===== src/mts_pkg.sv =====
// ----------------------------------------------------------------------------
// mts_pkg: shared types and constants for markdown text statistics
// Beat layouts of both channels, line scanner phases, character codes and
// the constants of the reading time division.
// ----------------------------------------------------------------------------
package mts_pkg;

   typedef struct packed {
      logic [7:0] text_byte;
      logic       byte_valid;
      logic       end_of_text;
   } req_type;

   typedef struct packed {
      logic [31:0] character_count;
      logic [31:0] word_count;
      logic [24:0] reading_minutes;
   } rsp_type;

   typedef enum logic [2:0] {
      FenceLead,
      FenceBt1,
      FenceBt2,
      FenceTl1,
      FenceTl2,
      FenceHit,
      FenceFail
   } fence_phase_type;

   typedef enum logic [2:0] {
      MarkStart,
      MarkD1,
      MarkD2,
      MarkDashes,
      MarkP1,
      MarkP2,
      MarkDots,
      MarkFail
   } marker_phase_type;

   localparam logic [7:0] ChrTab      = 8'h09;
   localparam logic [7:0] ChrLf       = 8'h0A;
   localparam logic [7:0] ChrVtab     = 8'h0B;
   localparam logic [7:0] ChrFf       = 8'h0C;
   localparam logic [7:0] ChrCr       = 8'h0D;
   localparam logic [7:0] ChrSpace    = 8'h20;
   localparam logic [7:0] ChrDash     = 8'h2D;
   localparam logic [7:0] ChrDot      = 8'h2E;
   localparam logic [7:0] ChrDigit0   = 8'h30;
   localparam logic [7:0] ChrDigit9   = 8'h39;
   localparam logic [7:0] ChrUpperA   = 8'h41;
   localparam logic [7:0] ChrUpperZ   = 8'h5A;
   localparam logic [7:0] ChrBacktick = 8'h60;
   localparam logic [7:0] ChrLowerA   = 8'h61;
   localparam logic [7:0] ChrLowerZ   = 8'h7A;
   localparam logic [7:0] ChrTilde    = 8'h7E;
   localparam logic [7:0] ContMask    = 8'hC0;
   localparam logic [7:0] ContCode    = 8'h80;

   localparam int          MinutesBits      = 25;
   localparam logic [24:0] MinutesMax       = 25'h1FF_FFFF;
   localparam logic [33:0] WordsRoundUp     = 34'd199;
   localparam logic [33:0] MinutesWordLimit = 34'd6710886200;
   localparam int          ScaledBits       = 30;
   localparam int          RecipBits        = 31;
   localparam logic [30:0] RecipMul         = 31'd1374389535;
   localparam int          RecipShift       = 35;

endpackage


===== src/markdown_text_statistics.sv =====
// ----------------------------------------------------------------------------
// markdown_text_statistics: character, word and reading time counter
// Takes one document byte per request beat, one beat per cycle while req_stall
// is low, with no gaps needed between documents. Lines end at CR, LF or CRLF;
// fence lines, lines inside fences and a closed frontmatter block are not
// counted. A beat with end_of_text produces one response beat after it is
// accepted, passing the input register, the line scanner and the final totals,
// clamp, multiply and response registers of the reading time path; further
// documents keep streaming while a response waits, until the result pipeline is full.
// Counters are COUNT_BITS wide and saturate.
// ----------------------------------------------------------------------------
module markdown_text_statistics #(
   parameter int COUNT_BITS = 32
) (
   input  logic             clock,
   input  logic             reset,
   input  logic             req_valid,
   output logic             req_stall,
   input  mts_pkg::req_type req_data,
   output logic             rsp_valid,
   input  logic             rsp_stall,
   output mts_pkg::rsp_type rsp_data
);
   import mts_pkg::*;

   logic                  fin_valid;
   logic                  fin_ready;
   logic [COUNT_BITS-1:0] fin_characters;
   logic [COUNT_BITS-1:0] fin_words;

   mts_scan #(
      .COUNT_BITS (COUNT_BITS)
   ) u_scan (
      .clock          (clock),
      .reset          (reset),
      .req_valid      (req_valid),
      .req_stall      (req_stall),
      .req_data       (req_data),
      .fin_valid      (fin_valid),
      .fin_ready      (fin_ready),
      .fin_characters (fin_characters),
      .fin_words      (fin_words)
   );

   mts_result #(
      .COUNT_BITS (COUNT_BITS)
   ) u_result (
      .clock          (clock),
      .reset          (reset),
      .fin_valid      (fin_valid),
      .fin_ready      (fin_ready),
      .fin_characters (fin_characters),
      .fin_words      (fin_words),
      .rsp_valid      (rsp_valid),
      .rsp_stall      (rsp_stall),
      .rsp_data       (rsp_data)
   );

   // input only backs up behind a blocked end of text beat
   assert property (@(posedge clock) disable iff (reset)
      req_stall |-> fin_valid && !fin_ready)
      else $error("request stalled without a blocked final beat");

   // a blocked final beat stays until the result pipeline takes it
   assert property (@(posedge clock) disable iff (reset)
      fin_valid && !fin_ready |=> fin_valid)
      else $error("final totals dropped while blocked");

   // reading time is zero exactly when there are no words
   assert property (@(posedge clock) disable iff (reset)
      rsp_valid |-> ((rsp_data.word_count == 32'd0) == (rsp_data.reading_minutes == 25'd0)))
      else $error("reading time inconsistent with word count");

endmodule


===== src/mts_scan.sv =====
// ----------------------------------------------------------------------------
// mts_scan: line scanner for markdown text statistics
// Registers each request beat, splits lines, counts code points and words,
// tracks fences and frontmatter, and hands the final totals downstream.
// ----------------------------------------------------------------------------
module mts_scan #(
   parameter int COUNT_BITS = 32
) (
   input  logic                  clock,
   input  logic                  reset,
   input  logic                  req_valid,
   output logic                  req_stall,
   input  mts_pkg::req_type      req_data,
   output logic                  fin_valid,
   input  logic                  fin_ready,
   output logic [COUNT_BITS-1:0] fin_characters,
   output logic [COUNT_BITS-1:0] fin_words
);
   import mts_pkg::*;

   localparam logic [COUNT_BITS-1:0] CountMax = '1;

   logic                  beat_valid_ff, beat_valid_in;
   req_type               beat_ff, beat_in;
   logic [COUNT_BITS-1:0] total_chars_ff, total_chars_in;
   logic [COUNT_BITS-1:0] total_words_ff, total_words_in;
   logic [COUNT_BITS-1:0] line_chars_ff, line_chars_in;
   logic [COUNT_BITS-1:0] line_words_ff, line_words_in;
   logic                  in_word_ff, in_word_in;
   logic                  in_fence_ff, in_fence_in;
   logic                  prev_cr_ff, prev_cr_in;
   logic                  first_line_ff, first_line_in;
   logic                  seeking_ff, seeking_in;
   fence_phase_type       fence_ph_ff, fence_ph_in;
   marker_phase_type      marker_ph_ff, marker_ph_in;

   logic [7:0]            chr;
   logic                  skip_lf;
   logic                  line_break;
   logic                  content;
   logic                  char_inc;
   logic                  word_byte;
   logic                  word_inc;
   logic                  step;
   logic [COUNT_BITS-1:0] line_chars_next;
   logic [COUNT_BITS-1:0] line_words_next;
   fence_phase_type       fence_next;
   marker_phase_type      marker_next;
   logic                  dashes;
   logic                  dots;
   logic                  close_hit;
   logic                  fence_hit;
   logic                  add_line;
   logic [COUNT_BITS:0]   char_sum;
   logic [COUNT_BITS:0]   word_sum;
   logic [COUNT_BITS-1:0] ended_chars;
   logic [COUNT_BITS-1:0] ended_words;
   logic                  ended_fence;
   logic                  ended_seeking;

   function automatic logic is_word_byte(input logic [7:0] c);
      return (c >= ChrDigit0 && c <= ChrDigit9) || (c >= ChrUpperA && c <= ChrUpperZ) ||
             (c >= ChrLowerA && c <= ChrLowerZ) || c[7];
   endfunction

   function automatic logic is_trim_space(input logic [7:0] c);
      return c == ChrSpace || c == ChrTab || c == ChrVtab || c == ChrFf;
   endfunction

   function automatic fence_phase_type next_fence(input fence_phase_type p,
                                                  input logic [7:0] c);
      fence_phase_type n;
      n = FenceFail;
      case (p)
         FenceLead: begin
            if (c == ChrSpace || c == ChrTab) n = FenceLead;
            else if (c == ChrBacktick)        n = FenceBt1;
            else if (c == ChrTilde)           n = FenceTl1;
         end
         FenceBt1: n = (c == ChrBacktick) ? FenceBt2 : FenceFail;
         FenceBt2: n = (c == ChrBacktick) ? FenceHit : FenceFail;
         FenceTl1: n = (c == ChrTilde) ? FenceTl2 : FenceFail;
         FenceTl2: n = (c == ChrTilde) ? FenceHit : FenceFail;
         FenceHit: n = FenceHit;
         default:  n = FenceFail;
      endcase
      return n;
   endfunction

   function automatic marker_phase_type next_marker(input marker_phase_type p,
                                                    input logic [7:0] c);
      marker_phase_type n;
      n = MarkFail;
      case (p)
         MarkStart: begin
            if (c == ChrDash)     n = MarkD1;
            else if (c == ChrDot) n = MarkP1;
         end
         MarkD1:     n = (c == ChrDash) ? MarkD2 : MarkFail;
         MarkD2:     n = (c == ChrDash) ? MarkDashes : MarkFail;
         MarkDashes: n = is_trim_space(c) ? MarkDashes : MarkFail;
         MarkP1:     n = (c == ChrDot) ? MarkP2 : MarkFail;
         MarkP2:     n = (c == ChrDot) ? MarkDots : MarkFail;
         MarkDots:   n = is_trim_space(c) ? MarkDots : MarkFail;
         default:    n = MarkFail;
      endcase
      return n;
   endfunction

   // byte classification and per-line update
   always_comb begin
      chr        = beat_ff.text_byte;
      skip_lf    = beat_ff.byte_valid && prev_cr_ff && chr == ChrLf;
      line_break = beat_ff.byte_valid && !skip_lf && (chr == ChrCr || chr == ChrLf);
      content    = beat_ff.byte_valid && !skip_lf && !line_break;
      char_inc   = content && ((chr & ContMask) != ContCode);
      word_byte  = is_word_byte(chr);
      word_inc   = content && word_byte && !in_word_ff;

      line_chars_next = (line_chars_ff == CountMax) ? line_chars_ff :
                        line_chars_ff + {{(COUNT_BITS-1){1'b0}}, char_inc};
      line_words_next = (line_words_ff == CountMax) ? line_words_ff :
                        line_words_ff + {{(COUNT_BITS-1){1'b0}}, word_inc};
      fence_next  = content ? next_fence(fence_ph_ff, chr) : fence_ph_ff;
      marker_next = content ? next_marker(marker_ph_ff, chr) : marker_ph_ff;
   end

   // line end
   always_comb begin
      dashes    = marker_next == MarkDashes;
      dots      = marker_next == MarkDots;
      close_hit = !first_line_ff && seeking_ff && (dashes || dots);
      fence_hit = fence_next == FenceHit;
      add_line  = !close_hit && !fence_hit && !in_fence_ff;

      char_sum = {1'b0, total_chars_ff} + {1'b0, line_chars_ff} +
                 {{COUNT_BITS{1'b0}}, char_inc};
      word_sum = {1'b0, total_words_ff} + {1'b0, line_words_ff} +
                 {{COUNT_BITS{1'b0}}, word_inc};

      if (close_hit) begin
         ended_chars = '0;
         ended_words = '0;
      end else if (add_line) begin
         ended_chars = char_sum[COUNT_BITS] ? CountMax : char_sum[COUNT_BITS-1:0];
         ended_words = word_sum[COUNT_BITS] ? CountMax : word_sum[COUNT_BITS-1:0];
      end else begin
         ended_chars = total_chars_ff;
         ended_words = total_words_ff;
      end

      ended_fence   = close_hit ? 1'b0 : (fence_hit ? !in_fence_ff : in_fence_ff);
      ended_seeking = close_hit ? 1'b0 : ((first_line_ff && dashes) ? 1'b1 : seeking_ff);
   end

   // handshake
   always_comb begin
      fin_valid      = beat_valid_ff && beat_ff.end_of_text;
      fin_characters = ended_chars;
      fin_words      = ended_words;
      step           = beat_valid_ff && (!beat_ff.end_of_text || fin_ready);
      req_stall      = beat_valid_ff && !step;
      beat_valid_in  = req_stall ? 1'b1 : req_valid;
      beat_in        = req_stall ? beat_ff : req_data;
   end

   // next state
   always_comb begin
      total_chars_in = total_chars_ff;
      total_words_in = total_words_ff;
      line_chars_in  = line_chars_ff;
      line_words_in  = line_words_ff;
      in_word_in     = in_word_ff;
      in_fence_in    = in_fence_ff;
      prev_cr_in     = prev_cr_ff;
      first_line_in  = first_line_ff;
      seeking_in     = seeking_ff;
      fence_ph_in    = fence_ph_ff;
      marker_ph_in   = marker_ph_ff;
      if (step) begin
         if (beat_ff.end_of_text) begin
            total_chars_in = '0;
            total_words_in = '0;
            line_chars_in  = '0;
            line_words_in  = '0;
            in_word_in     = 1'b0;
            in_fence_in    = 1'b0;
            prev_cr_in     = 1'b0;
            first_line_in  = 1'b1;
            seeking_in     = 1'b0;
            fence_ph_in    = FenceLead;
            marker_ph_in   = MarkStart;
         end else if (line_break) begin
            total_chars_in = ended_chars;
            total_words_in = ended_words;
            line_chars_in  = '0;
            line_words_in  = '0;
            in_word_in     = 1'b0;
            in_fence_in    = ended_fence;
            prev_cr_in     = chr == ChrCr;
            first_line_in  = 1'b0;
            seeking_in     = ended_seeking;
            fence_ph_in    = FenceLead;
            marker_ph_in   = MarkStart;
         end else if (beat_ff.byte_valid) begin
            line_chars_in = line_chars_next;
            line_words_in = line_words_next;
            in_word_in    = content ? word_byte : in_word_ff;
            prev_cr_in    = 1'b0;
            fence_ph_in   = fence_next;
            marker_ph_in  = marker_next;
         end
      end
   end

   always_ff @(posedge clock) begin
      if (reset) begin
         beat_valid_ff  <= 1'b0;
         total_chars_ff <= '0;
         total_words_ff <= '0;
         line_chars_ff  <= '0;
         line_words_ff  <= '0;
         in_word_ff     <= 1'b0;
         in_fence_ff    <= 1'b0;
         prev_cr_ff     <= 1'b0;
         first_line_ff  <= 1'b1;
         seeking_ff     <= 1'b0;
         fence_ph_ff    <= FenceLead;
         marker_ph_ff   <= MarkStart;
      end else begin
         beat_valid_ff  <= beat_valid_in;
         total_chars_ff <= total_chars_in;
         total_words_ff <= total_words_in;
         line_chars_ff  <= line_chars_in;
         line_words_ff  <= line_words_in;
         in_word_ff     <= in_word_in;
         in_fence_ff    <= in_fence_in;
         prev_cr_ff     <= prev_cr_in;
         first_line_ff  <= first_line_in;
         seeking_ff     <= seeking_in;
         fence_ph_ff    <= fence_ph_in;
         marker_ph_ff   <= marker_ph_in;
      end
   end

   always_ff @(posedge clock) begin
      beat_ff <= beat_in;
   end

endmodule


===== src/mts_result.sv =====
// ----------------------------------------------------------------------------
// mts_result: result pipeline for markdown text statistics
// Clamps the final totals to the result fields and computes the reading time
// as a reciprocal multiply, ending in the response register.
// ----------------------------------------------------------------------------
module mts_result #(
   parameter int COUNT_BITS = 32
) (
   input  logic                  clock,
   input  logic                  reset,
   input  logic                  fin_valid,
   output logic                  fin_ready,
   input  logic [COUNT_BITS-1:0] fin_characters,
   input  logic [COUNT_BITS-1:0] fin_words,
   output logic                  rsp_valid,
   input  logic                  rsp_stall,
   output mts_pkg::rsp_type      rsp_data
);
   import mts_pkg::*;

   localparam int ExtBits  = (COUNT_BITS > 34) ? COUNT_BITS : 34;
   localparam int ProdBits = ScaledBits + RecipBits;

   logic                  a_valid_ff, a_valid_in;
   logic [COUNT_BITS-1:0] a_chars_ff, a_chars_in;
   logic [COUNT_BITS-1:0] a_words_ff, a_words_in;
   logic                  b_valid_ff, b_valid_in;
   logic [31:0]           b_chars_ff, b_chars_in;
   logic [31:0]           b_words_ff, b_words_in;
   logic                  b_over_ff, b_over_in;
   logic [ScaledBits-1:0] b_scaled_ff, b_scaled_in;
   logic                  c_valid_ff, c_valid_in;
   logic [31:0]           c_chars_ff, c_chars_in;
   logic [31:0]           c_words_ff, c_words_in;
   logic                  c_over_ff, c_over_in;
   logic [ProdBits-1:0]   c_prod_ff, c_prod_in;
   logic                  rsp_valid_ff, rsp_valid_in;
   rsp_type               rsp_data_ff, rsp_data_in;

   logic                  a_go, b_go, c_go, rsp_go;
   logic [ExtBits-1:0]    chars_ext;
   logic [ExtBits-1:0]    words_ext;
   logic [33:0]           biased;

   always_comb begin
      rsp_go    = !rsp_valid_ff || !rsp_stall;
      c_go      = !c_valid_ff || rsp_go;
      b_go      = !b_valid_ff || c_go;
      a_go      = !a_valid_ff || b_go;
      fin_ready = a_go;
      rsp_valid = rsp_valid_ff;
      rsp_data  = rsp_data_ff;
   end

   // clamp and scale
   always_comb begin
      chars_ext  = ExtBits'(a_chars_ff);
      words_ext  = ExtBits'(a_words_ff);
      biased     = {1'b0, words_ext[32:0]} + WordsRoundUp;
      a_valid_in = a_go ? fin_valid : a_valid_ff;
      a_chars_in = a_go ? fin_characters : a_chars_ff;
      a_words_in = a_go ? fin_words : a_words_ff;

      b_valid_in  = b_go ? a_valid_ff : b_valid_ff;
      b_chars_in  = b_chars_ff;
      b_words_in  = b_words_ff;
      b_over_in   = b_over_ff;
      b_scaled_in = b_scaled_ff;
      if (b_go) begin
         b_chars_in  = (|chars_ext[ExtBits-1:32]) ? 32'hFFFF_FFFF : chars_ext[31:0];
         b_words_in  = (|words_ext[ExtBits-1:32]) ? 32'hFFFF_FFFF : words_ext[31:0];
         b_over_in   = words_ext > ExtBits'(MinutesWordLimit);
         b_scaled_in = biased[ScaledBits+2:3];
      end
   end

   // reciprocal multiply
   always_comb begin
      c_valid_in = c_go ? b_valid_ff : c_valid_ff;
      c_chars_in = c_go ? b_chars_ff : c_chars_ff;
      c_words_in = c_go ? b_words_ff : c_words_ff;
      c_over_in  = c_go ? b_over_ff : c_over_ff;
      c_prod_in  = c_go ? ProdBits'(b_scaled_ff) * ProdBits'(RecipMul) : c_prod_ff;
   end

   // response register
   always_comb begin
      rsp_valid_in = rsp_go ? c_valid_ff : rsp_valid_ff;
      rsp_data_in  = rsp_data_ff;
      if (rsp_go) begin
         rsp_data_in.character_count = c_chars_ff;
         rsp_data_in.word_count      = c_words_ff;
         rsp_data_in.reading_minutes = c_over_ff ? MinutesMax :
                                       c_prod_ff[RecipShift +: MinutesBits];
      end
   end

   always_ff @(posedge clock) begin
      if (reset) begin
         a_valid_ff   <= 1'b0;
         b_valid_ff   <= 1'b0;
         c_valid_ff   <= 1'b0;
         rsp_valid_ff <= 1'b0;
      end else begin
         a_valid_ff   <= a_valid_in;
         b_valid_ff   <= b_valid_in;
         c_valid_ff   <= c_valid_in;
         rsp_valid_ff <= rsp_valid_in;
      end
   end

   always_ff @(posedge clock) begin
      a_chars_ff  <= a_chars_in;
      a_words_ff  <= a_words_in;
      b_chars_ff  <= b_chars_in;
      b_words_ff  <= b_words_in;
      b_over_ff   <= b_over_in;
      b_scaled_ff <= b_scaled_in;
      c_chars_ff  <= c_chars_in;
      c_words_ff  <= c_words_in;
      c_over_ff   <= c_over_in;
      c_prod_ff   <= c_prod_in;
      rsp_data_ff <= rsp_data_in;
   end

endmodule

===== config.mk =====
export PLATFORM = sky130hd
export DESIGN_NAME = markdown_text_statistics
export DESIGN_NICKNAME = d
export VERILOG_FILES = /design/src/mts_pkg.sv /design/src/markdown_text_statistics.sv /design/src/mts_scan.sv /design/src/mts_result.sv
export SDC_FILE = /design/constraint.sdc
export NUM_CORES = 2
export LEC_CHECK = 0
export ABC_AREA = 1
export BUFFER_PORTS_ARGS = -buffer_cell sky130_fd_sc_hd__buf_2
export CORE_AREA = 2 2 396 202
export DETAILED_ROUTE_END_ITERATION = 8
export DIE_AREA = 0 0 398 204
export PLACE_DENSITY = 0.68
export SYNTH_ARGS = -nofsm -noshare
export SYNTH_HDL_FRONTEND = slang
export SYNTH_SLANG_ARGS = --single-unit

===== constraint.sdc =====
create_clock -name clock -period 21.1 [get_ports clock]
set_clock_uncertainty 0.05 [all_clocks]
set_input_delay 2.11 -clock clock [delete_from_list [all_inputs] [get_ports clock]]
set_output_delay 2.11 -clock clock [all_outputs]
set_load 0.05 [all_outputs]

Word-level counts from Yosys, hierarchy flattened
Cells that the tools add are included.
{"block": "totals", "output_inout_bits": 91, "word_cells": 194, "latch_bits": 0, "ff_bits": 525, "rom_bits": 0, "input_bits": 14, "memories": 0, "ramBits": 0}
{"block": "op_classes", "eq_ne": 29, "n_bitwise": 0, "multipliers": 1, "reduce_logical": 60, "muxes": 61, "addsub": 7, "shifts": 0, "order_cmp": 6, "n_div": 0}
{"operator": "2-to-1 mux 32 bit", "n": 18}
{"operator": "adder 32 x 32 -> 33 bit", "n": 2}
{"operator": "adder 33 x 1 -> 33 bit", "n": 2}
{"operator": "adder 32 x 1 -> 32 bit", "n": 2}
{"operator": "== test 32 bit (second input constant)", "n": 2}
{"operator": "multiplier 30 x 31 -> 60 bit (second input constant)", "n": 1}
{"operator": "2-to-1 mux 3 bit", "n": 16}
{"operator": "== test 8 x 4 -> 1 bit (second input constant)", "n": 5}
{"operator": "adder 32 x 8 -> 33 bit (second input constant)", "n": 1}
{"operator": "== test 8 x 6 -> 1 bit (second input constant)", "n": 3}
{"operator": "== test 3 bit (second input constant)", "n": 7}
{"operator": "one-hot mux 3 bit (7 select lines)", "n": 1}
{"operator": "2-to-1 mux 1 bit", "n": 20}
{"operator": "logical AND 1 bit", "n": 19}
{"operator": "one-hot mux 3 bit (6 select lines)", "n": 1}
{"operator": "== test 8 x 7 -> 1 bit (second input constant)", "n": 2}
{"operator": ">= comparator 8 x 7 -> 1 bit (second input constant)", "n": 2}
{"operator": "less-or-equal comparator 8 x 7 -> 1 bit (second input constant)", "n": 2}
{"operator": "== test 3 x 2 -> 1 bit (second input constant)", "n": 5}
{"operator": "AND reduction 3 bit", "n": 5}
{"operator": "zero test 1 bit", "n": 14}
{"operator": "logical OR 1 bit", "n": 13}
{"operator": "nonzero test 3 bit", "n": 4}
{"operator": "2-to-1 mux 2 bit", "n": 5}
{"operator": "8 further kinds", "n": 12}

Logic depth before layout (Yosys ltp)
{"block": "logic_depth", "depth_word": 18, "mapped_depth": 27, "ltp_nobuf": 27}

By module
Synthesis repeated with hierarchy kept, for this count alone.
{"block": "unflattened", "cells_unflattened": 4944, "area_unflattened_um2": 41372.2}
{"mod": "mts_result", "area_each_um2": 27661.5, "cells_per_inst": 2579, "instances": 1}
{"mod": "mts_scan", "area_each_um2": 13710.6, "cells_per_inst": 2365, "instances": 1}

Worst setup path before layout
OpenSTA, ideal clock, no wires.
{"block": "synth_path", "path_type": "in2out", "start": "input port rsp_stall", "end": "output port req_stall", "setup_slack_ns": 10.276, "path_buffers": 0, "required_time_ns": 18.940, "t_arrival_ns": 8.664, "path_stages": 6, "path_cell_list": "nand2_1 -> nor2_1 -> nand2_1 -> nor2_1 -> inv_1 -> nor2_1"}
{"block": "synth_via", "elab_chain_cells": 9}
{"element": "from (decl)", "line_no": "markdown_text_statistics.sv:21", "rtl": "input logic rsp_stall,"}
{"element": "zero test 1 bit", "line_no": "mts_result.sv:46", "rtl": "rsp_go = !rsp_valid_ff || !rsp_stall;"}
{"element": "logical OR 1 bit", "line_no": "mts_result.sv:46"}
{"element": "logical OR 1 bit", "line_no": "mts_result.sv:47", "rtl": "c_go = !c_valid_ff || rsp_go;"}
{"element": "logical OR 1 bit", "line_no": "mts_result.sv:48", "rtl": "b_go = !b_valid_ff || c_go;"}
{"element": "net u_result.b_go", "line_no": "mts_result.sv:40", "rtl": "logic a_go, b_go, c_go, rsp_go;"}
{"element": "logical OR 1 bit", "line_no": "mts_result.sv:49", "rtl": "a_go = !a_valid_ff || b_go;"}
{"element": "net fin_ready", "line_no": "markdown_text_statistics.sv:27", "rtl": "logic fin_ready;"}
{"element": "logical OR 1 bit", "line_no": "mts_scan.sv:161", "rtl": "step = beat_valid_ff && (!beat_ff.end_of_text || fin_ready);"}
{"element": "logical AND 1 bit", "line_no": "mts_scan.sv:161"}
{"element": "zero test 1 bit", "line_no": "mts_scan.sv:162", "rtl": "req_stall = beat_valid_ff && !step;"}
{"element": "logical AND 1 bit", "line_no": "mts_scan.sv:162"}
{"element": "to (decl)", "line_no": "markdown_text_statistics.sv:18", "rtl": "output logic req_stall,"}
The timed path passes the listed nets, and every way through them passes these cells.

Worst setup path after layout
{"block": "layout_path", "start": "register u_result.b_scaled_ff[21]", "end": "register u_result.c_prod_ff[55] (data pin)"}
{"block": "layout_via", "elab_chain_cells": 1}
{"element": "from (decl)", "line_no": "mts_result.sv:31", "rtl": "logic [ScaledBits-1:0] b_scaled_ff, b_scaled_in;"}
{"element": "from (signal assigned)", "line_no": "mts_result.sv:118", "rtl": "b_scaled_ff <= b_scaled_in;"}
{"element": "multiplier 30 x 31 -> 60 bit", "line_no": "mts_result.sv:83", "rtl": "c_prod_in = c_go ? ProdBits'(b_scaled_ff) * ProdBits'(RecipMul) : c_prod_ff;"}
{"element": "to (signal assigned)", "line_no": "mts_result.sv:122", "rtl": "c_prod_ff <= c_prod_in;"}
{"element": "to (decl)", "line_no": "mts_result.sv:36", "rtl": "logic [ProdBits-1:0] c_prod_ff, c_prod_in;"}
No other way between the ends.
A chain may end at the register's enable or synchronous reset.

==> results.py <==
metrics = {
    "outcome": {
        "outcome": "finished, final reports clean",
    },
    "routing": {
        "routed_wl_microns": 131000,
        "vias": 32100,
        "antenna_left": 0,
        "dr_wl_met2_microns": 39000,
        "highest_layer": "met5",
        "drt_pre_antenna_iters": 6,
        "drtIter0Drc": 4122,
        "via_per_inst": 5.57,
        "wl_met3_microns": 25200,
        "drc": 0,
        "wl_met1_microns": 65800,
        "routedWlPerCell_microns": 22.8,
    },
    "clocking": {
        "cts_buffers": 46,
        "postCtsSetupBuffers": 0,
        "cts_max_level": 2,
        "numClockSinks": 490,
        "cts_tree": "yes",
        "post_cts_resized": 0,
        "postCtsHoldBufs": 0,
        "clk_pin_slew_ps": 70,
        "clk_path_buf_depth": 3,
        "clock_latency_ps": 620,
        "cts-root-buf": "clkbuf_16",
    },
    "placement": {
        "placement.io_buffers": 104,
        "gp_congestion": 1.12,
        "placed_cell_area_sq_mm": 0.0416,
        "dp_hpwl_microns": 108000,
    },
    "sta": {
        "period_share": 0.378,
        "fmax_mhz": 125,
        "worst-slew-pin-transition_ps": 1210,
        "finalSetupViolations": 0,
        "fin_crit_ps": 7980,
        "rsz0062_at_grt": "false",
        "fin_setup_tns_ps": 0,
        "relSlewSlack": 0.187,
        "hold_violations": 0,
        "final_max_slew_viol_count": 0,
    },
    "setup_path": {
        "worstSetupPathType": "reg -> reg",
        "worstPathMaxFanout": 6,
        "cp_data_arrival_time_ps": 8270,
        "critPathLaunchType": "register",
        "cp_data_required_time_ps": 21390,
        "end_kind": "register",
    },
    "finish": {
        "fin_area_sq_mm": 0.0432,
        "syn_to_final_growth_pct": 7.72,
        "drive_gt1_frac": 0.0617,
        "diodes": 0,
        "finalNetCount": 5435,
    },
    "logic_synthesis": {
        "async_flop_share": 0,
        "yosysTopAreaCell": "edfxtp_1",
        "synth_commonest_cells": "962 x inv_1, 939 x nand2_1, 410 x ha_1",
        "ys_ff_latch": 490,
        "ys_types": 51,
        "ys_warn_count": 0,
        "yosysMostFrequentCell": "inv_1",
        "syn_area_sq_mm": 0.0401,
        "synth_ff_type": "edfxtp_1",
        "syn-num-nets": 5340,
        "synth_edf_count": 346,
        "synth_top_area_frac": 0.259,
        "synthTopCellsByArea": "edfxtp_1 26%, fa_1 17%, ha_1 13%",
        "avgSynthCellArea_sq_um": 8.75,
        "synthCells": 4582,
        "seq_area_frac_synth": 0.331,
    },
    "die": {
        "rows": 73,
        "die_w_microns": 398,
        "start_util": 0.513,
        "die_y_microns": 204,
        "dieArea_sq_mm": 0.0812,
        "coreArea_sq_mm": 0.0781,
        "boundaryPins": 105,
    },
    "global_routing": {
        "grt_pass1_vias": 30100,
        "antenna_found_initial": 3,
        "grt_use_total": 0.331,
        "grt_overflow": 0,
        "grt_pass1_wl_microns": 197000,
        "grt_start_max_net_pins": 90,
    },
    "pwr": {
        "p_per_area_mw_per_mm2": 48.5,
        "total_power_mw": 2.10,
        "p_leak_nw": 22.2,
        "ir_drop_v": 0.0000538,
    },
    "job": {
        "cap_violations": 0,
    },
    "worst_hold_path": {
        "hold_path.class": "reg -> reg",
    },
}
-- sequential cells by signal, summed over array words and instances (netlist names), 30 cells and up --
signal and count:
u_result.b_scaled_ff 30, u_result.c_chars_ff 32, u_scan.line_words_ff 32, u_result.a_chars_ff 32, u_scan.total_chars_ff 32, u_result.c_words_ff 32
u_result.b_words_ff 32, u_result.b_chars_ff 32, u_scan.total_words_ff 32, u_result.a_words_ff 32, u_scan.line_chars_ff 32, u_result.rsp_data 89
-- area by class of cell --
type	count	area, sq um
Fill cell	7153	34900
Multi-Input combinational cell	3054	22800
Sequential cell	490	13300
Inverter	968	3640
Tap cell	1050	1310
Clock buffer	50	1180
Timing Repair Buffer	117	618
Clock inverter	35	378
-- critical path: stages, from the launching register on --
cell      delay, ps
edfxtp_1        600
inv_1           180
fa_1            500
inv_1           170
ha_1            290
inv_1            90
fa_1            570
fa_1            570
inv_1            50
fa_1            490
fa_1            550
fa_1            560
inv_1            60
fa_1            530
inv_1            40
ha_1            300
nand2_1          90
nor2_1          150
inv_1           100
nor4_1          400
nand3_1         140
nand3_1         290
nand2_1         140
o21ai_0         630
xor2_1          140
-- power by group --
part	leakage [nW]	switching (mW)	internal (mW)	total [mW]
logic	16.0	0.125	0.0529	0.178
clock network	0.741	0.415	0.465	0.880
registers	5.39	0.00969	1.03	1.04
total	22.2	0.550	1.55	2.10
-- final timing paths --
kind / endpoint / start / depth (start not counted) / slack [ps]
max: u_result.c_prod_ff[55]$_DFFE_PP_ / u_result.b_scaled_ff[21]$_DFFE_PP_ / 24 / 13120
min: u_result.rsp_data[61]$_DFFE_PP_ / u_result.c_chars_ff[4]$_DFFE_PP_ / 0 / 370
max reg2reg: u_result.c_prod_ff[55]$_DFFE_PP_ / u_result.b_scaled_ff[21]$_DFFE_PP_ / 24 / 13120
min reg2reg: u_result.rsp_data[61]$_DFFE_PP_ / u_result.c_chars_ff[4]$_DFFE_PP_ / 0 / 370
-- cell usage in the layout (no fill, tap or decap), types with 46 or more instances in the layout --
| cell | count |
|---|---|
| nor2_1 | 348 |
| nand3_2 | 51 |
| nor3_1 | 59 |
| clkbuf_16 | 46 |
| a21oi_1 | 291 |
| nand4_1 | 48 |
| dfxtp_1 | 144 |
| xor2_1 | 73 |
| inv_1 | 959 |
| o21ai_0 | 120 |
| edfxtp_1 | 346 |
| nand3_1 | 219 |
| nand2_1 | 937 |
| ha_1 | 410 |
| fa_1 | 334 |
| buf_2 | 104 |
-- metal layers --
metal	GRT usage	vias up
met2	0.337	1858
met3	0.208	77
met5	0.00595	-
met1	0.550	15400
li1	-	14800
met4	0.0327	4
-- stage by stage --
| step | cells | hold WS [ps] | util | setup WS (ps) |
|---|---|---|---|---|
| floorplan | 4582 | 350 | - | 10280 |
| global placement | 5679 | 351 | 0.533 | 13430 |
| detailed placement | 5679 | 355 | 0.533 | 13440 |
| CTS | 5764 | 364 | 0.553 | 13410 |
| global route | 5764 | 375 | 0.553 | 12900 |
| finish | 5764 | 369 | 0.553 | 13120 |
-- cell families (layout without fill, tap and decap cells) --
kind of cell | after synthesis | after routing | share of synthesized area
and+or+nand+nor | 1733 | 1733 | 0.188
buffers and inverters | 1038 | 1170 | 0.101
AOI/OAI and AO/OA | 483 | 483 | 0.0645
DFF | 490 | 490 | 0.331
adders and majority gates | 744 | 744 | 0.295
xor gates and xnor gates | 94 | 94 | 0.0205
(Power assumes the default switching activity.)
